==> src/hdl/bca_pkg.sv <==
`timescale 1ns / 1ps

package bca_pkg;

   // default pool size
   localparam int NUM_BLOCKS_DEFAULT = 128;

   // field widths of the request and response words
   localparam int REQ_TYPE_W    = 1;
   localparam int BLOCK_COUNT_W = 8;
   localparam int START_BLOCK_W = 7;
   localparam int STATUS_W      = 2;
   localparam int FIRST_BLOCK_W = 7;
   localparam int FREE_BLOCKS_W = 8;

   // request operations
   localparam logic [REQ_TYPE_W-1:0] OP_ALLOC = 1'b0;
   localparam logic [REQ_TYPE_W-1:0] OP_FREE  = 1'b1;

   // response status codes
   localparam logic [STATUS_W-1:0] STATUS_OK       = 2'd0;
   localparam logic [STATUS_W-1:0] STATUS_NO_SPACE = 2'd1;
   localparam logic [STATUS_W-1:0] STATUS_ZERO     = 2'd2;
   localparam logic [STATUS_W-1:0] STATUS_NOT_USED = 2'd3;

   typedef struct packed {
      logic [REQ_TYPE_W-1:0]    req_type;
      logic [BLOCK_COUNT_W-1:0] block_count;
      logic [START_BLOCK_W-1:0] start_block;
   } req_word_type;

   typedef struct packed {
      logic [STATUS_W-1:0]      status;
      logic [FIRST_BLOCK_W-1:0] first_block;
      logic [FREE_BLOCKS_W-1:0] free_blocks;
   } rsp_word_type;

endpackage

==> src/hdl/block_chain_allocator_top.sv <==
`timescale 1ns / 1ps

// FAT-style block allocator over NUM_BLOCKS blocks. Each block has one word in
// a single-port-read table holding its used flag and next-block link. After
// reset a clearing pass empties the table; no request is taken until it ends.
// One request is handled at a time. Allocate scans the table one block per
// cycle through the read port and stops at the last block it needs. Free walks
// the chain one block per cycle. Requests rejected on their fields (zero count,
// too many blocks, start out of range) answer straight from the decode; a free
// of an unused start block answers after its first table read. The response
// sits in an output register, so the block accepts the next request while it
// waits to be taken.
module block_chain_allocator_top #(
   parameter int NUM_BLOCKS = bca_pkg::NUM_BLOCKS_DEFAULT
) (
   input  logic                  clock,
   input  logic                  reset,
   input  logic                  req_valid,
   output logic                  req_ready,
   input  bca_pkg::req_word_type req_data,
   output logic                  rsp_valid,
   input  logic                  rsp_ready,
   output bca_pkg::rsp_word_type rsp_data
);

   import bca_pkg::*;

   logic         eng_valid;
   logic         eng_ready;
   rsp_word_type eng_data;
   logic         rsp_valid_ff, rsp_valid_in;
   rsp_word_type rsp_data_ff, rsp_data_in;

   bca_engine #(
      .NUM_BLOCKS (NUM_BLOCKS)
   ) u_engine (
      .clock     (clock),
      .reset     (reset),
      .req_valid (req_valid),
      .req_ready (req_ready),
      .req_data  (req_data),
      .res_valid (eng_valid),
      .res_ready (eng_ready),
      .res_data  (eng_data)
   );

   // output word register
   assign eng_ready = !rsp_valid_ff || rsp_ready;

   always_comb begin
      rsp_valid_in = rsp_valid_ff;
      rsp_data_in  = rsp_data_ff;
      if (eng_valid && eng_ready) begin
         rsp_valid_in = 1'b1;
         rsp_data_in  = eng_data;
      end else if (rsp_ready) begin
         rsp_valid_in = 1'b0;
      end
   end

   always_ff @(posedge clock) begin
      if (reset) begin
         rsp_valid_ff <= 1'b0;
      end else begin
         rsp_valid_ff <= rsp_valid_in;
      end
      rsp_data_ff <= rsp_data_in;
   end

   assign rsp_valid = rsp_valid_ff;
   assign rsp_data  = rsp_data_ff;

`ifndef NO_ASSERTIONS
   // an accepted word keeps the engine busy on the next cycle
   a_busy_after_accept: assert property (@(posedge clock) disable iff (reset)
      (req_valid && req_ready) |=> !req_ready)
      else $error("engine took a second word straight after a first");

   // a pending engine result means no new word is taken
   a_no_accept_with_result: assert property (@(posedge clock) disable iff (reset)
      eng_valid |-> !req_ready)
      else $error("word accepted while a result is pending");

   // only a successful allocate names a first block
   a_first_zero_on_error: assert property (@(posedge clock) disable iff (reset)
      (rsp_valid && rsp_data.status != STATUS_OK) |-> (rsp_data.first_block == '0))
      else $error("first block set on a failed request");
`endif

endmodule

==> src/hdl/bca_ram.sv <==
`timescale 1ns / 1ps

module bca_ram #(
   parameter int WIDTH = 8,
   parameter int DEPTH = 128
) (
   input  logic                     clock,
   input  logic                     wr_en,
   input  logic [$clog2(DEPTH)-1:0] wr_addr,
   input  logic [WIDTH-1:0]         wr_data,
   input  logic [$clog2(DEPTH)-1:0] rd_addr,
   output logic [WIDTH-1:0]         rd_data
);

   logic [WIDTH-1:0] mem_ff [DEPTH];
   logic [WIDTH-1:0] rd_data_ff;

   // single write port, registered read (old data on a same-address collision)
   always_ff @(posedge clock) begin
      if (wr_en) begin
         mem_ff[wr_addr] <= wr_data;
      end
      rd_data_ff <= mem_ff[rd_addr];
   end

   assign rd_data = rd_data_ff;

endmodule

==> src/hdl/bca_engine.sv <==
`timescale 1ns / 1ps

module bca_engine #(
   parameter int NUM_BLOCKS = bca_pkg::NUM_BLOCKS_DEFAULT
) (
   input  logic                  clock,
   input  logic                  reset,
   input  logic                  req_valid,
   output logic                  req_ready,
   input  bca_pkg::req_word_type req_data,
   output logic                  res_valid,
   input  logic                  res_ready,
   output bca_pkg::rsp_word_type res_data
);

   import bca_pkg::*;

   localparam int IDX_W  = $clog2(NUM_BLOCKS);
   localparam int LINK_W = IDX_W + 1;
   localparam int WORD_W = LINK_W + 1;
   localparam int CNT_W  = $clog2(NUM_BLOCKS + 1);
   localparam int CMP_W  = (CNT_W > BLOCK_COUNT_W) ? CNT_W : BLOCK_COUNT_W;
   localparam int SW     = (IDX_W > START_BLOCK_W) ? IDX_W : START_BLOCK_W;

   // entry layout: used flag, end-of-chain flag, next block index
   localparam logic [LINK_W-1:0] END_LINK  = {1'b1, {IDX_W{1'b0}}};
   localparam logic [WORD_W-1:0] FREE_WORD = {1'b0, END_LINK};
   localparam logic [IDX_W-1:0]  LAST_IDX  = IDX_W'(NUM_BLOCKS - 1);
   localparam logic [CNT_W-1:0]  NUM_CNT   = CNT_W'(NUM_BLOCKS);

   typedef enum logic [2:0] {
      ST_CLEAR,
      ST_IDLE,
      ST_ALLOC,
      ST_ALLOC_END,
      ST_FREE_WALK,
      ST_DONE
   } state_type;

   state_type           state_ff, state_in;
   logic [IDX_W-1:0]    clr_ff, clr_in;
   logic [CNT_W-1:0]    issue_ff, issue_in;
   logic                data_vld_ff, data_vld_in;
   logic [IDX_W-1:0]    data_addr_ff, data_addr_in;
   logic [CMP_W-1:0]    count_ff, count_in;
   logic [CMP_W-1:0]    got_ff, got_in;
   logic [IDX_W-1:0]    prev_ff, prev_in;
   logic [IDX_W-1:0]    first_ff, first_in;
   logic [IDX_W-1:0]    cur_ff, cur_in;
   logic [CNT_W-1:0]    steps_ff, steps_in;
   logic                head_ff, head_in;
   logic [STATUS_W-1:0] status_ff, status_in;
   logic [CNT_W-1:0]    free_cnt_ff, free_cnt_in;

   logic                wr_en;
   logic [IDX_W-1:0]    wr_addr;
   logic [WORD_W-1:0]   wr_data;
   logic [IDX_W-1:0]    rd_addr;
   logic [WORD_W-1:0]   rd_word;

   logic                rd_used;
   logic                rd_end;
   logic [IDX_W-1:0]    rd_idx;
   logic                rd_idx_out;
   logic [SW-1:0]       start_w;
   logic [IDX_W-1:0]    start_idx;
   logic                start_ok;
   logic [CMP_W-1:0]    want;
   logic [CMP_W-1:0]    avail;
   logic [CMP_W-1:0]    got_next;
   logic [CNT_W-1:0]    steps_next;

   // block table: one word per block
   bca_ram #(
      .WIDTH (WORD_W),
      .DEPTH (NUM_BLOCKS)
   ) u_table (
      .clock   (clock),
      .wr_en   (wr_en),
      .wr_addr (wr_addr),
      .wr_data (wr_data),
      .rd_addr (rd_addr),
      .rd_data (rd_word)
   );

   // fields of the word read last cycle
   assign rd_used    = rd_word[WORD_W-1];
   assign rd_end     = rd_word[LINK_W-1];
   assign rd_idx     = rd_word[IDX_W-1:0];
   assign rd_idx_out = (CNT_W'(rd_idx) >= NUM_CNT);

   // request decode
   assign start_w    = SW'(req_data.start_block);
   assign start_idx  = start_w[IDX_W-1:0];
   assign start_ok   = (32'(req_data.start_block) < 32'(NUM_BLOCKS));
   assign want       = CMP_W'(req_data.block_count);
   assign avail      = CMP_W'(free_cnt_ff);
   assign got_next   = got_ff + 1'b1;
   assign steps_next = steps_ff + 1'b1;

   // sequencer: clearing pass, table scan, chain walk
   always_comb begin
      state_in     = state_ff;
      clr_in       = clr_ff;
      issue_in     = issue_ff;
      data_vld_in  = 1'b0;
      data_addr_in = data_addr_ff;
      count_in     = count_ff;
      got_in       = got_ff;
      prev_in      = prev_ff;
      first_in     = first_ff;
      cur_in       = cur_ff;
      steps_in     = steps_ff;
      head_in      = head_ff;
      status_in    = status_ff;
      free_cnt_in  = free_cnt_ff;
      wr_en        = 1'b0;
      wr_addr      = clr_ff;
      wr_data      = FREE_WORD;
      rd_addr      = start_idx;

      case (state_ff)
         ST_CLEAR: begin
            wr_en   = 1'b1;
            wr_addr = clr_ff;
            wr_data = FREE_WORD;
            clr_in  = clr_ff + 1'b1;
            if (clr_ff == LAST_IDX) begin
               state_in = ST_IDLE;
            end
         end

         ST_IDLE: begin
            rd_addr = start_idx;
            if (req_valid) begin
               first_in = '0;
               if (req_data.req_type == OP_FREE) begin
                  if (start_ok) begin
                     cur_in   = start_idx;
                     steps_in = '0;
                     head_in  = 1'b1;
                     state_in = ST_FREE_WALK;
                  end else begin
                     status_in = STATUS_NOT_USED;
                     state_in  = ST_DONE;
                  end
               end else if (want == '0) begin
                  status_in = STATUS_ZERO;
                  state_in  = ST_DONE;
               end else if (want > avail) begin
                  status_in = STATUS_NO_SPACE;
                  state_in  = ST_DONE;
               end else begin
                  count_in = want;
                  got_in   = '0;
                  issue_in = '0;
                  state_in = ST_ALLOC;
               end
            end
         end

         ST_ALLOC: begin
            // stream reads through the table, one block a cycle
            rd_addr = issue_ff[IDX_W-1:0];
            if (issue_ff < NUM_CNT) begin
               issue_in     = issue_ff + 1'b1;
               data_vld_in  = 1'b1;
               data_addr_in = issue_ff[IDX_W-1:0];
            end
            // claim a free block; link the previous one to it
            if (data_vld_ff && !rd_used) begin
               if (got_ff == '0) begin
                  first_in = data_addr_ff;
               end else begin
                  wr_en   = 1'b1;
                  wr_addr = prev_ff;
                  wr_data = {1'b1, 1'b0, data_addr_ff};
               end
               prev_in = data_addr_ff;
               got_in  = got_next;
               if (got_next == count_ff) begin
                  data_vld_in = 1'b0;
                  state_in    = ST_ALLOC_END;
               end
            end
         end

         ST_ALLOC_END: begin
            // close the chain on its last block
            wr_en       = 1'b1;
            wr_addr     = prev_ff;
            wr_data     = {1'b1, END_LINK};
            free_cnt_in = free_cnt_ff - CNT_W'(count_ff);
            status_in   = STATUS_OK;
            state_in    = ST_DONE;
         end

         ST_FREE_WALK: begin
            rd_addr = rd_idx;
            if (head_ff && !rd_used) begin
               status_in = STATUS_NOT_USED;
               state_in  = ST_DONE;
            end else begin
               wr_en    = 1'b1;
               wr_addr  = cur_ff;
               wr_data  = FREE_WORD;
               head_in  = 1'b0;
               steps_in = steps_next;
               cur_in   = rd_idx;
               if (rd_used) begin
                  free_cnt_in = free_cnt_ff + 1'b1;
               end
               if (rd_end || rd_idx_out || steps_next == NUM_CNT) begin
                  status_in = STATUS_OK;
                  state_in  = ST_DONE;
               end
            end
         end

         ST_DONE: begin
            if (res_ready) begin
               state_in = ST_IDLE;
            end
         end

         default: begin
            state_in = ST_IDLE;
         end
      endcase
   end

   // state and registered outputs
   always_ff @(posedge clock) begin
      if (reset) begin
         state_ff    <= ST_CLEAR;
         clr_ff      <= '0;
         data_vld_ff <= 1'b0;
         head_ff     <= 1'b0;
         free_cnt_ff <= NUM_CNT;
      end else begin
         state_ff    <= state_in;
         clr_ff      <= clr_in;
         data_vld_ff <= data_vld_in;
         head_ff     <= head_in;
         free_cnt_ff <= free_cnt_in;
      end
      issue_ff     <= issue_in;
      data_addr_ff <= data_addr_in;
      count_ff     <= count_in;
      got_ff       <= got_in;
      prev_ff      <= prev_in;
      first_ff     <= first_in;
      cur_ff       <= cur_in;
      steps_ff     <= steps_in;
      status_ff    <= status_in;
   end

   assign req_ready            = (state_ff == ST_IDLE);
   assign res_valid            = (state_ff == ST_DONE);
   assign res_data.status      = status_ff;
   assign res_data.first_block = FIRST_BLOCK_W'(first_ff);
   assign res_data.free_blocks = FREE_BLOCKS_W'(free_cnt_ff);

endmodule
==> config.mk <==
export PLATFORM = sky130hd
export DESIGN_NAME = block_chain_allocator_top
export DESIGN_NICKNAME = d
export VERILOG_FILES = /design/src/hdl/bca_pkg.sv /design/src/hdl/block_chain_allocator_top.sv /design/src/hdl/bca_ram.sv /design/src/hdl/bca_engine.sv
export SDC_FILE = /design/constraint.sdc
export NUM_CORES = 2
export LEC_CHECK = 0
export ABC_AREA = 1
export BUFFER_PORTS_ARGS = -buffer_cell sky130_fd_sc_hd__buf_2
export CELL_PAD_IN_SITES_DETAIL_PLACEMENT = 0
export CELL_PAD_IN_SITES_GLOBAL_PLACEMENT = 1
export CORE_UTILIZATION = 35
export CTS_BUF_LIST = sky130_fd_sc_hd__clkbuf_8
export DETAILED_ROUTE_END_ITERATION = 16
export GPL_ROUTABILITY_DRIVEN = 1
export GPL_TIMING_DRIVEN = 0
export PLACE_DENSITY = 0.54
export SLEW_MARGIN = 20
export SYNTH_ARGS = -nofsm -noshare
export SYNTH_HDL_FRONTEND = slang
export SYNTH_SLANG_ARGS = --single-unit
==> constraint.sdc <==
create_clock -name clock -period 15 [get_ports clock]
set_input_delay 1.5 -clock clock [delete_from_list [all_inputs] [get_ports clock]]
set_output_delay 1.5 -clock clock [all_outputs]
set_load 0.005 [all_outputs]
Yosys cells after proc, flatten, opt, wreduce, memory -nomap -nowiden
Memories as Yosys holds them, arrays and structs flattened. A register that Yosys moved wholly into a read port is not among the register bits.
Cells that the tools add are included.
Word-level totals
  flip-flop bits (word level): 100
  memory bits (writable): 1152
  input bits: 20
  output and inout bits: 19
  logic and storage cells: 145
  memories: 1
Memories
  u_engine.u_table.mem_ff: words 128, width 9, read ports 1, clocked after Yosys merged registers in 1, write ports 1, line bca_ram.sv:15  | logic [WIDTH-1:0] mem_ff [DEPTH];
Cells by class
  add/sub/neg operators: 6
  order comparisons: 2
  equal/unequal tests: 23
  muxes and demuxes: 64
  bitwise operators: 4
  reduce and logical (&&, ||, !) cells: 27
Operator list (number)
  $mux W8: 11
  $pmux W8 S2: 4
  $mux W7: 9
  $pmux W7 S2: 3
  $add A8 B1 Y8 const B: 4
  $mux W3: 10
  $pmux W7 S3: 1
  $mux W9: 2
  $pmux W3 S6: 1
  $pmux W9 S2: 1
  $reduce_and A6 Y1: 3
  $logic_not A8 Y1: 2
  $ne A2 B1 Y1 const B: 7
  $mux W1: 13
  $mux W2: 6
  $ne A2 B2 Y1 const B: 6
  $reduce_and A5 Y1: 2
  $eq A8 B8 Y1: 1
  $eq A8 B8 Y1 const B: 1
  $gt A8 B8 Y1: 1
  $lt A8 B8 Y1 const B: 1
  $reduce_and A4 Y1: 2
  $reduce_bool A2 Y1: 4
  $sub A8 B8 Y8: 1
  18 further kinds: 30

Depth between registers and ports, before layout
  depth in word-level cells: 6
  depth in mapped cells: 19
  depth with buffers taken out: 17

Cells and area by module
Synthesis repeated with hierarchy kept, for this count alone.
Unflattened totals
  cell total of the unflattened synthesis: 4595
  area, all modules: 52785.6 µm²
By module, submodules not included
  bca_ram: instances 1, cells an instance 3994, area each 47361.7 µm², seq. area each 34773.4 µm²
  bca_engine: instances 1, cells an instance 578, area each 4865.9 µm², seq. area each 2262.2 µm²
  block_chain_allocator_top: instances 1, cells an instance 23, area each 558.0 µm², seq. area each 530.5 µm²

Worst setup path before layout
OpenSTA, ideal clock, no wires.
  kind: reg-to-reg
  from: reg u_engine.got_ff[0]
  to: mem u_engine.u_table.mem_ff[0][0] (netlist name), data pin
  setup time: 795 ps
  data arrival time: 4948 ps
  required time: 14205 ps
  slack: 9258 ps
  cell stages (with the launch flop): 8
  buffers on the path: 0
  period minus slack after synthesis: 5742 ps
  path through: edfxtp_1 inv_1 ha_1 nand3_1 nor2_1 nor2_1 nand2_2 nor2_1
Between the ends
  cells in the longest elaborated chain, start to end: 4
RTL lines
  from (decl): line bca_engine.sv:46  | logic [CMP_W-1:0] got_ff, got_in;
  from (signal assigned): line bca_engine.sv:250  | got_ff <= got_in;
  $logic_not A8 Y1: line bca_engine.sv:172  | if (got_ff == '0) begin
  $mux W9: line bca_engine.sv:172
  $mux W9: line bca_engine.sv:171  | if (data_vld_ff && !rd_used) begin
  $pmux W9 S2: line bca_engine.sv:122  | case (state_ff)
  net u_engine.u_table.wr_data[0]: line bca_ram.sv:10  | input logic [WIDTH-1:0] wr_data,
  to (decl): line bca_ram.sv:15
The timed path passes the listed nets, and every way through them passes these cells.

Final worst setup path
  from: reg u_engine.got_ff[0]
  to: mem u_engine.u_table.mem_ff[83][4] (netlist name) (enable)
Between the ends
  cells in the longest elaborated chain, start to end: 6
  elaborated cells between the ends (all ways): 9
  those cells by class: mux (8); reduce/logical (1)
RTL lines
  $logic_not A8 Y1 *: line bca_engine.sv:172
  $mux W1: line bca_engine.sv:172
  $mux W1: line bca_engine.sv:171
  $pmux W1 S3: line bca_engine.sv:122
  $mux W1: line bca_ram.sv:20  | if (wr_en) begin
  $mux W1 (implied by the code): line bca_ram.sv:21  | mem_ff[wr_addr] <= wr_data;
Mark *: on every way between the ends. The rest lies on a longest branch, timed or not.

==> results by group <==
Place
  – Placer Congestion: 0.8513
  – Placed cells: 7,406
  – Placed wire-length estimate: between 100,000 and 150,000 um
  – Port buffer count: 37

Clock network
  – CTS sink cnt: ~1,300
  – TritonCTS clock tree: built
  – Hold-fix buffers, CTS: 0
  – Post-CTS Setup Inserts: 0
  – Worst-path clk slew: 0.06 ns
  – H-tree levels: 4
  – Root Buffer Master: clkbuf_8
  – # resized after CTS: 0
  – Clock Latency Late Sink: 0.99 ns
  – CTS Buf Count: 222
  – CTS Buffer Depth: 3

Floorplan
  – Core area: between 150,000 and 200,000 um^2
  – Chip width: approximately 400 um
  – Initial core utilization: 35.40%
  – Die area: 162,500 um^2
  – Die Height: 403.1 um
  – I/O pin cnt: 39
  – Site Rows: 146

Drt
  – Total routed wirelength: 207,500 um
  – 1st-iter DRT viols: 3,662
  – Antenna-violating nets left: 0
  – Vias: 39,910
  – Routed len/inst: 26.58 um
  – Vias per inst: 5.112
  – DRT Pass-1 Iters: 6
  – Remaining DRCs: 0

STA
  – RSZ-0062 raised after global routing: no
  – Final period util: 34.16%
  – Fmax: 195.2 MHz
  – Slew Viols, Final: 0
  – Final setup fails: 0
  – Slew @ Worst Pin: about 1.2 ns
  – TNS Setup: 0 ns
  – Final hold vios: 0
  – Slew HR: 21.34%
  – Min cycle time layout: 5.124 ns
  – Final worst clock skew: 0.04423 ns

Yosys
  – Synth cell types: 42
  – Seq/Total Area, Yosys: approximately two thirds
  – Post-Syn Area per Cell: 10.89 um^2
  – EDFF count, synth: ~1,200
  – Yosys warns: 0
  – Syn nets: approximately 5,200
  – Mapped cell area: 56,320 um^2
  – Post-synth ARST share: 0%
  – Post-synthesis sequential element count: 1,261
  – Post-Syn Instances: 5,173
  – Top FF cell, synth: edfxtp_1

Flow run
  – Max Cap Viol: 0

Setup path
  – CP endpoint kind: register
  – CP cell instances: inv_1, ha_1, nand3_1, nor2_1, nor2_1, nand2_8, a21oi_4, inv_2, nand2_1, nand2_1, nor2_1, nand3_1, nor2_1
  – Crit path launch type: register
  – Most frequent CP cell: nor2_1
  – Required time of the critical path: 15.57 ns
  – CP max stage delay: between 0.9 and 1 ns
  – Crit path max fanout: 61
  – Arrival time worst endpoint: 5.70 ns
  – Slowest-stage cell, CP: nor2_1
  – Kind of critical path: register to register

Worst hold path
  – Worst min path class: register to register

Final layout
  – Post-layout utilization of the core: 40.49%
  – Final Non-Filler Cells: 7,807
  – Layout cells sized above 1: just over 10%
  – NumNets Final: 5,527
  – Layout area overhead: 14.38%

Global routing
  – Overall routing resource usage: between 20% and 30%
  – GRT overflow: 0
  – Pin count of the biggest net entering global routing: 95
  – Vias in the first global route: 38,940
  – Initial antenna violation count: 9
  – Global-route wire length before repair: between 200,000 and 300,000 um

Power and ir drop
  – IR drop worst, VDD: 0.08735 mV
  – PwrDens: 119.7 nW/um^2
  – Leak: 24.94 nW

Run status
  – Status: finished, final reports clean
## cell usage after synthesis (3+ instances only)
| master | instances | share of area, % |
|---|---|---|
| xnor2_1 | 10 | 0.16 |
| nor3_1 | 12 | 0.11 |
| o21ai_2 | 3 | 0.047 |
| ha_1 | 22 | 0.49 |
| nand3_1 | 1220 | 11 |
| nand2_4 | 3 | 0.060 |
| inv_2 | 8 | 0.053 |
| nand3b_1 | 422 | 5.6 |
| dfxtp_1 | 30 | 1.1 |
| nor3b_1 | 3 | 0.040 |
| o21ai_1 | 3 | 0.027 |
| buf_4 | 24 | 0.32 |
| buf_2 | 152 | 1.4 |
| nor2_1 | 215 | 1.4 |
| nand4_1 | 3 | 0.033 |
| o211ai_1 | 13 | 0.17 |
| buf_6 | 3 | 0.060 |
| nand3_2 | 4 | 0.071 |
| o21ai_0 | 33 | 0.29 |
| nor4_1 | 5 | 0.056 |
| a21oi_1 | 33 | 0.29 |
| nor2_2 | 7 | 0.078 |
| inv_1 | 667 | 4.4 |
| clkbuf_1 | 109 | 0.73 |
| a22oi_1 | 3 | 0.040 |
| nand2_1 | 867 | 5.8 |
| edfxtp_1 | 1231 | 66 |
| buf_1 | 37 | 0.25 |
| xor2_1 | 12 | 0.19 |
## kinds of logic (layout without fill, tap and decap cells)
kind of cell	Yosys count	count (layout)	share of synthesized area [%]
AOI/OAI and AO/OA	98	98	1.031
xor gates and xnor gates	22	22	0.3421
adders and majority gates	23	23	0.5243
buffers and inverters	1004	1489	7.238
DFF	1261	1261	66.70
other	0	3	0
and+or+nand+nor	2765	2765	24.17
## per-layer routing
metal / up-vias / part of all wire, % / GRT usage (%)
li1: 18460 / - / -
met1: 19910 / 45 / 35.20
met2: 1248 / 47 / 41.82
met3: 288 / 5.3 / 3.331
met4: 2 / 2.6 / 7.091
met5: - / 0.0063 / 0
## flip-flops by register name (all words and copies together), names as in the netlist
| register | cells |
|---|---|
| u_engine.u_table.mem_ff | 1152 |
| rsp_data | 17 |
| u_engine.u_table.rd_data | 9 |
| u_engine.avail | 8 |
| u_engine.count_ff | 8 |
| u_engine.got_ff | 8 |
| u_engine.issue_ff | 8 |
| u_engine.steps_ff | 8 |
| u_engine.clr_ff | 7 |
| u_engine.cur_ff | 7 |
| u_engine.data_addr_ff | 7 |
| u_engine.first_ff | 7 |
| u_engine.prev_ff | 7 |
| u_engine.state_ff | 3 |
| u_engine.status_ff | 2 |
| rsp_valid | 1 |
| u_engine.data_vld_ff | 1 |
| u_engine.head_ff | 1 |
## final timing paths
kind | start | endpoint | slack (ns) | depth (start not counted)
setup / recovery | u_engine.got_ff[0] | u_engine.u_table.mem_ff[83][4] | 9.88 | 13
hold / removal | u_engine.status_ff[0] | rsp_data[15] | 0.42 | 0
setup reg to reg | u_engine.got_ff[0] | u_engine.u_table.mem_ff[83][4] | 9.88 | 13
hold reg to reg | u_engine.status_ff[0] | rsp_data[15] | 0.42 | 0
## cells in the final DEF (no fill, tap or decap), types with 13 or more instances in the layout
| cell | netlist | routed |
|---|---|---|
| buf_16 | 0 | 30 |
| o211ai_1 | 13 | 13 |
| buf_1 | 37 | 37 |
| clkinv_1 | 2 | 58 |
| a21oi_1 | 33 | 33 |
| ha_1 | 22 | 22 |
| o21ai_0 | 33 | 32 |
| nor2_1 | 215 | 202 |
| nand3_1 | 1220 | 1220 |
| clkinv_2 | 0 | 27 |
| clkbuf_1 | 109 | 109 |
| buf_2 | 152 | 189 |
| edfxtp_1 | 1231 | 1231 |
| nand2_1 | 867 | 867 |
| clkbuf_8 | 0 | 222 |
| buf_4 | 24 | 24 |
| nor2_2 | 7 | 13 |
| nand3b_1 | 422 | 422 |
| buf_12 | 0 | 17 |
| inv_1 | 667 | 745 |
| dfxtp_1 | 30 | 30 |
## stage by stage
step                hold slack [ns]  worst slack, ns  instance area, um^2  power (mW)
floorplan                    0.4003            9.258                56320       4.441
global placement             0.4110          -0.8426                59190       4.876
detailed placement           0.4073            9.798                60510       4.880
CTS                          0.4146            9.782                64410       7.760
global route                 0.4262            9.615                64420       7.951
finish                       0.4205            9.876                64420       7.709
## power breakdown
part	switching, mW	internal [mW]	total, mW	leakage [nW]
Combinational	0.714	0.195	0.909	12.5
Clock	1.51	1.38	2.89	2.30
Sequential	0.0230	3.89	3.91	10.1
## final cells by class
type | instances | area, um^2
Antenna cell | 3 | 7.507
Buffer | 325 | 1523
Clock buffer | 222 | 3055
Clock inverter | 176 | 842.1
Fill cell | 15670 | 94690
Inverter | 679 | 2561
Multi-Input combinational cell | 2908 | 14790
Sequential cell | 1261 | 37570
Tap cell | 2146 | 2685
Timing Repair Buffer | 87 | 1393
## critical path, delay by kind of cell (launching register included)
family,cells,cell delay (ns)
flip-flops,1,0.43
AND/OR/NAND/NOR,9,3.53
adder cells (fa/ha/maj),1,0.20
buffers and inverters,2,0.13
AO/OA/AOI/OAI,1,0.43
(Power assumes the default switching activity.)
